==> src/hw/rtl/utf8d_pkg.sv <==
//------------------------------------------------------------------------------
// utf8d_pkg
// Shared types, constants and the lead byte classifier of the UTF-8 decoder.
//------------------------------------------------------------------------------
`default_nettype none

package utf8d_pkg;

   localparam int unsigned CpWidth = 21;

   typedef logic [CpWidth-1:0] cp_type;

   // U+FFFD, given for stray or invalid lead bytes and for cut-short sequences.
   localparam cp_type ReplacementCp = 21'h00FFFD;

   // One decoded character as it leaves the block.
   typedef struct packed {
      cp_type code_point;
      logic   last_of_run;
   } result_type;

   // What a byte means when it is taken as the start of a character.
   typedef struct packed {
      logic       emit;
      cp_type     code_point;
      logic [1:0] remaining;
      cp_type     partial;
   } lead_type;

   // Everything one byte does: up to two results and the new decoder state.
   typedef struct packed {
      logic [1:0] count;
      result_type first;
      result_type second;
      logic [1:0] remaining;
      cp_type     partial;
   } step_type;

   function automatic lead_type lead_decode(input logic [7:0] b);
      lead_type lead;
      lead = '0;
      case (b) inside
         [8'h00:8'h7F]: begin
            lead.emit       = 1'b1;
            lead.code_point = cp_type'(b[6:0]);
         end
         [8'hC0:8'hDF]: begin
            lead.remaining = 2'd1;
            lead.partial   = cp_type'(b[4:0]);
         end
         [8'hE0:8'hEF]: begin
            lead.remaining = 2'd2;
            lead.partial   = cp_type'(b[3:0]);
         end
         [8'hF0:8'hF7]: begin
            lead.remaining = 2'd3;
            lead.partial   = cp_type'(b[2:0]);
         end
         default: begin
            // Stray continuation bytes and F8 to FF.
            lead.emit       = 1'b1;
            lead.code_point = ReplacementCp;
         end
      endcase
      return lead;
   endfunction

endpackage

`default_nettype wire

==> src/hw/rtl/utf8_stream_decoder.sv <==
//------------------------------------------------------------------------------
// utf8_stream_decoder
// Lenient UTF-8 decoder: one byte in per beat, decoded code points out.
//------------------------------------------------------------------------------
// The request channel carries one byte of text per beat; a zero byte ends a
// string and flushes any unfinished character as U+FFFD. The response channel
// carries one code point per beat, with last_of_run set on the final result
// caused by a given byte. A byte gives no, one or two results.
// Each accepted byte is decoded in the cycle it is accepted and its results
// are written into a two-entry output buffer, so the first result appears in
// the cycle after the byte's beat. The buffer takes a new byte whenever it
// will be empty at the end of the cycle, so the block runs at one byte per
// cycle while the receiver keeps up; a byte that gives two results holds off
// the next byte, since its second result must drain first.
// When the receiver stalls, the buffered results hold still and req_stall
// rises as soon as the buffer cannot be emptied in the current cycle.
// Synchronous reset empties the buffer and drops any partly decoded
// character; the block accepts bytes in the first cycle after reset.
//------------------------------------------------------------------------------
`default_nettype none

module utf8_stream_decoder
   import utf8d_pkg::*;
(
   input  wire logic         clock,
   input  wire logic         reset,
   input  wire logic         req_valid,
   output logic              req_stall,
   input  wire logic [7:0]   req_in_byte,
   output logic              rsp_valid,
   input  wire logic         rsp_stall,
   output logic [20:0]       rsp_code_point,
   output logic              rsp_last_of_run
);

   // Sequence state: continuation bytes still expected and the bits so far.
   logic [1:0] remaining_ff, remaining_in;
   cp_type     partial_ff, partial_in;

   // Output buffer: head entry is on the port, the tail holds a second result.
   logic [1:0] count_ff, count_in;
   result_type head_ff, head_in;
   result_type tail_ff, tail_in;

   step_type step;
   logic     accept;
   logic     pop;

   utf8d_decode u_decode (
      .in_byte   (req_in_byte),
      .remaining (remaining_ff),
      .partial   (partial_ff),
      .step      (step)
   );

   assign rsp_valid       = (count_ff != 2'd0);
   assign rsp_code_point  = head_ff.code_point;
   assign rsp_last_of_run = head_ff.last_of_run;

   assign pop = rsp_valid && !rsp_stall;

   // A byte may bring two results, so it is only taken when the buffer
   // drains completely in this cycle.
   assign req_stall = (count_ff == 2'd2) || ((count_ff == 2'd1) && rsp_stall);
   assign accept    = req_valid && !req_stall;

   always_comb begin
      remaining_in = remaining_ff;
      partial_in   = partial_ff;
      count_in     = count_ff;
      head_in      = head_ff;
      tail_in      = tail_ff;
      if (accept) begin
         remaining_in = step.remaining;
         partial_in   = step.partial;
         count_in     = step.count;
         head_in      = step.first;
         tail_in      = step.second;
      end else if (pop) begin
         count_in = count_ff - 2'd1;
         head_in  = tail_ff;
      end
   end

   always_ff @(posedge clock) begin
      if (reset) begin
         remaining_ff <= 2'd0;
         partial_ff   <= '0;
         count_ff     <= 2'd0;
      end else begin
         remaining_ff <= remaining_in;
         partial_ff   <= partial_in;
         count_ff     <= count_in;
      end
   end

   always_ff @(posedge clock) begin
      head_ff <= head_in;
      tail_ff <= tail_in;
   end

endmodule

`default_nettype wire

==> src/hw/rtl/utf8d_decode.sv <==
//------------------------------------------------------------------------------
// utf8d_decode
// Combinational decode of one byte against the current sequence state.
//------------------------------------------------------------------------------
`default_nettype none

module utf8d_decode
   import utf8d_pkg::*;
(
   input  wire logic [7:0] in_byte,
   input  wire logic [1:0] remaining,
   input  wire cp_type     partial,
   output step_type        step
);

   lead_type lead;
   cp_type   merged;

   assign lead   = lead_decode(in_byte);
   assign merged = {partial[CpWidth-7:0], in_byte[5:0]};

   always_comb begin
      step           = '0;
      step.remaining = remaining;
      step.partial   = partial;
      if (remaining != 2'd0) begin
         if (in_byte[7:6] == 2'b10) begin
            step.remaining = remaining - 2'd1;
            step.partial   = merged;
            if (remaining == 2'd1) begin
               step.count = 2'd1;
               step.first = '{code_point: merged, last_of_run: 1'b1};
               step.partial = '0;
            end
         end else begin
            // The sequence is cut short; the same byte then starts afresh unless it is zero.
            step.remaining        = 2'd0;
            step.partial          = '0;
            step.first.code_point = ReplacementCp;
            if ((in_byte != 8'd0) && lead.emit) begin
               step.count             = 2'd2;
               step.first.last_of_run = 1'b0;
               step.second = '{code_point: lead.code_point, last_of_run: 1'b1};
            end else begin
               step.count             = 2'd1;
               step.first.last_of_run = 1'b1;
               if (in_byte != 8'd0) begin
                  step.remaining = lead.remaining;
                  step.partial   = lead.partial;
               end
            end
         end
      end else if (in_byte != 8'd0) begin
         step.remaining = lead.remaining;
         step.partial   = lead.partial;
         if (lead.emit) begin
            step.count = 2'd1;
            step.first = '{code_point: lead.code_point, last_of_run: 1'b1};
         end
      end
   end

endmodule

`default_nettype wire

==> config.mk <==
export PLATFORM = sky130hd
export DESIGN_NAME = utf8_stream_decoder
export DESIGN_NICKNAME = d
export VERILOG_FILES = /design/src/hw/rtl/utf8d_pkg.sv /design/src/hw/rtl/utf8_stream_decoder.sv /design/src/hw/rtl/utf8d_decode.sv
export SDC_FILE = /design/constraint.sdc
export NUM_CORES = 1
export LEC_CHECK = 0
export BUFFER_PORTS_ARGS = -buffer_cell sky130_fd_sc_hd__buf_2
export CORE_UTILIZATION = 25
export CTS_BUF_LIST = sky130_fd_sc_hd__clkbuf_2
export CTS_CLUSTER_SIZE = 40
export DETAILED_ROUTE_END_ITERATION = 8
export GPL_ROUTABILITY_DRIVEN = 0
export GPL_TIMING_DRIVEN = 0
export SLEW_MARGIN = 20
export SYNTH_ARGS = -nofsm -noshare
export SYNTH_HDL_FRONTEND = slang
export SYNTH_SLANG_ARGS = --single-unit
==> constraint.sdc <==
create_clock -name clock -period 3 [get_ports clock]
set_clock_uncertainty 0.1 [all_clocks]
set_input_delay 0.45 -clock clock [delete_from_list [all_inputs] [get_ports clock]]
set_output_delay 0.45 -clock clock [all_outputs]
set_load 0.02 [all_outputs]
==> impl_summary.md <==
Outcome
The flow ran to the end, and the final reports show no timing, DRC or antenna violations.

Timing
Dividing the final minimum period by the clock period gives 78.18%. At the pin with the least slew margin, the transition time is 0.7087 ns. The final number of max-transition violations came to 0. The hold violation count in the final report is 0. After layout, the minimum clock period comes to 2.346 ns. The final-layout worst hold slack is 0.1108 ns. Setup repair after global routing left no endpoint under its margin. Derived from the worst setup path, the maximum achievable clock frequency is 426.3 MHz.

Setup violations remaining at the end of the flow were counted as 0. The max-slew headroom at the worst pin is 52.58%.

Min path
The destination of the worst hold path is partial_ff[4]. The startpoint identified for the worst hold timing path is reset. The worst hold path belongs to the class primary input to flip-flop. The count of cells along the worst hold path is 2.

Logic synthesis
The number of distinct library cells after synthesis is 44. For this run, the number of Yosys warnings is 0. The main flop type after synthesis is sky130_fd_sc_hd__edfxtp_1. The register bit total from synthesis is 50. Of all cell types, the one taking the most synthesized area is sky130_fd_sc_hd__edfxtp_1. For this run, asynchronously set or reset flops after synthesis account for 0%. By area the synthesized netlist is led by sky130_fd_sc_hd__edfxtp_1, sky130_fd_sc_hd__dfxtp_1, sky130_fd_sc_hd__nand2_1. The most used standard cell by instance count after synthesis is sky130_fd_sc_hd__nand2_1. The fraction of the yosys area taken by sequential cells is between 50% and 60%. The combined area of all synthesized cells is 0.002516 sq mm. Synthesis produced a netlist with a net count of approximately 270. The average footprint of a synthesized cell is ~10 sq um. The synthesized instance count is 250. The number of flops mapped to enable cells by yosys is 31. Summed over its instances, the top area cell type makes up 37.00% of the synthesized netlist area. The commonest cells after synthesis are sky130_fd_sc_hd__nand2_1, sky130_fd_sc_hd__edfxtp_1, sky130_fd_sc_hd__nand3_1.

Route
Detailed routing inserted a total of just under 2,000 vias. The number of vias per cell after detailed routing is 4.583. The count of nets left with antenna violations once routing finished came out at 0.

In the final routed layout, each cell accounts on average for 13.33 microns. The number of iterations in the first detailed-routing pass is 4. The detailed-route wire length is approximately 5600 microns. The DRC violation count after routing is 0. The detailed router finished its first iteration with 112 violations.

Cells and area
From synthesis to final layout, the design area changed by 15.27%. The net count of the finished layout is 305. The share of cells above drive strength 1 is 21.80%.

The fraction of the core area covered by cells at the end of the flow is 29.67%. The fill cell instance count of the final layout is approximately 1,000. The antenna diode count is 0.

Job
Across the run, the number of max-cap violations was 0.

Worst setup path
The reg-to-reg critical path startpoint is count_ff[0]. The worst register-to-register path has a depth of 7. The endpoint of the most critical register-to-register path is rsp_code_point[3]. The slowest stage of the critical path is the sky130_fd_sc_hd__inv_1 cell. Data on the critical path arrives at its endpoint at 2.55 ns.

The most numerous cell on the critical path is sky130_fd_sc_hd__inv_1. In this run the register-to-register setup slack is about 0.65 ns. The worst setup path category is flip-flop to flip-flop. For the worst setup path, the data required time is between 3 and 4 ns. The critical path contains buffers and inverters numbering 2 combined. In this design, the stage delay of the slowest critical-path cell is 0.43 ns.

The dominant delay contributor by cell family on the critical path is simple AND/OR/NAND/NOR gates. The kind of launch point of the worst setup path is a flip-flop. Walking the worst path, the cells encountered are inv_1, ha_1, nor2b_1, nand2_1, inv_1, nand4_1, o211ai_1. The sort of element at the end of the critical path is a flip-flop.

The largest fanout on the critical path is 14.

Floorplan
36 I/O pins were placed. The starting density of the core is between 20 and 30%. The die area is between 0.01 and 0.015 sq mm. The placeable core region is 0.009774 sq mm. The initialized floorplan defines 36 standard-cell rows. Measured along the y axis, the die boundary spans between 100 and 150 microns. The die boundary width is 102.3 microns.

CTS
The post-cts gate resize count is 0. The number of buffers between clock root and the deepest sink is 2. TritonCTS built the clock tree.

The post-cts hold buffer count is 0. The number of buffers added by the clock tree synthesis step is 5. The number of setup buffers added after CTS is 0.

The number of sinks handled by clock tree synthesis is 50. CTS placed an instance of sky130_fd_sc_hd__clkbuf_2 at the clock tree root. For the worst-skew pair, the clock arrives at the later sink with an insertion delay of 0.45 ns. The maximum level of the CTS H-tree is 2. The clock transition at the registers of the reported paths is ~0.27 ns.

GRT
Entering global routing, the biggest net connects 23 pins. After global routing the overflow that remains totals 0. The wire length of the first global-routing pass is 9039 microns. Global routing consumed, over all layers together, between 10% and 20% of the routing resources. The via count of the first global-routing pass is ~1,800.

The number of antenna violations at the first check in global routing is 0.

Power
Dividing total power by cell area gives a power density of 558.5 mW/mm^2. The worst IR drop on VDD is 0.0002077 V. The analysis attributes to cell leakage a power of 1.115 nW.

Placement
The HPWL after detailed placement is a little over 4000 microns. Buffers placed on the I/O ports in this run total 31.
[flip-flops by register name (all words and copies together), names as in the netlist]
| register | count |
|---|---|
| rsp_code_point | 21 |
| partial_ff | 15 |
| tail_ff | 9 |
| count_ff | 2 |
| remaining_ff | 2 |
| rsp_last_of_run | 1 |
[per-layer routing]
| metal | share of wire, % | track usage [%] | wire, microns |
|---|---|---|---|
| met5 | 0 | 0 | 0 |
| met4 | 1.0 | 3.956 | 56 |
| met3 | 5.1 | 2.120 | 286 |
| met2 | 49 | 19.15 | 2737 |
| met1 | 45 | 14.06 | 2545 |
[stage by stage]
step                std cells  cell area (sq um)  power [mW]  TNS, ns  setup slack, ns
detailed placement        414               2849       1.334        0           0.6475
global placement          414               2838       1.328   -14.33          -0.6540
floorplan                 250               2516       1.197        0           0.2711
CTS                       422               2900       1.632        0           0.6478
finish                    422               2900       1.620        0           0.6545
global route              422               2900       1.706        0           0.3883
[report_power, final]
part | switching [mW] | total (mW) | leakage [nW] | internal (mW)
sequential | 0.0211 | 0.863 | 0.467 | 0.842
clock | 0.238 | 0.304 | 0.0339 | 0.0663
combinational | 0.303 | 0.452 | 0.615 | 0.149
[worst register-to-register path: cells and delay by family (launching register included)]
| kind | cells | cell delay [ns] |
|---|---|---|
| AO/OA/AOI/OAI | 1 | 0.28 |
| adder cells (fa/ha/maj) | 1 | 0.22 |
| buffers and inverters | 2 | 0.52 |
| flip-flops | 1 | 0.41 |
| AND/OR/NAND/NOR | 3 | 0.67 |
[cell type report]
| class | instances | area, sq um | share of cell area [%] |
|---|---|---|---|
| Timing Repair Buffer | 31 | 155.1 | 5.349 |
| Clock buffer | 5 | 25.02 | 0.8628 |
| Sequential cell | 50 | 1311 | 45.21 |
| Tap cell | 133 | 166.4 | 5.738 |
| Buffer | 19 | 148.9 | 5.134 |
| Clock inverter | 3 | 26.28 | 0.9060 |
| Multi-Input combinational cell | 171 | 1030 | 35.50 |
| Inverter | 10 | 37.54 | 1.294 |
[kinds of logic (layout without fill, tap and decap cells)]
logic type	count (synthesis)	count (layout)	share of synthesized area, %
AOI/OAI and AO/OA	54	54	14.92
xor gates and xnor gates	1	1	0.3481
buffers and inverters	29	68	7.409
DFF	50	50	52.11
and+or+nand+nor	111	111	22.73
adders and majority gates	5	5	2.486
[layout by cell type (no fill, tap or decap), types with 2 or more instances in the layout]
cell type                   Yosys  layout
sky130_fd_sc_hd__buf_6          3       3
sky130_fd_sc_hd__nand2_1       37      37
sky130_fd_sc_hd__o21ai_0       15      14
sky130_fd_sc_hd__a21oi_1       14      14
sky130_fd_sc_hd__nand3_1       20      20
sky130_fd_sc_hd__dfxtp_1       19      19
sky130_fd_sc_hd__nor3_1         3       3
sky130_fd_sc_hd__inv_1         10      10
sky130_fd_sc_hd__nor2_1        16      16
sky130_fd_sc_hd__and3_1         7       7
sky130_fd_sc_hd__nand2b_1       7       7
sky130_fd_sc_hd__a22o_1         3       3
sky130_fd_sc_hd__clkbuf_8       4       4
sky130_fd_sc_hd__a311oi_2       2       2
sky130_fd_sc_hd__buf_2          3      34
sky130_fd_sc_hd__inv_6          0       2
sky130_fd_sc_hd__nor3b_2        2       2
sky130_fd_sc_hd__or3_1          6       6
sky130_fd_sc_hd__o2111ai_1      3       3
sky130_fd_sc_hd__o211ai_1       7       7
sky130_fd_sc_hd__nor2b_1        4       4
sky130_fd_sc_hd__clkbuf_2       0       5
sky130_fd_sc_hd__edfxtp_1      31      31
sky130_fd_sc_hd__buf_4          3       3
sky130_fd_sc_hd__ha_1           5       5
sky130_fd_sc_hd__clkbuf_1       6       6
[worst max-delay path by stage]
stage | from | to | cells past startpoint
4_1_cts | count_ff[0] | rsp_code_point[0] | 7
3_3_place_gp | count_ff[0] | rsp_code_point[12] | 3
2_1_floorplan | count_ff[0] | rsp_code_point[0] | 3
6_report | count_ff[0] | rsp_code_point[3] | 7
5_1_grt | count_ff[0] | rsp_code_point[0] | 7
3_5_place_dp | rsp_stall | rsp_code_point[16] | 6
Note: power is estimated with default switching activity, not from simulation.
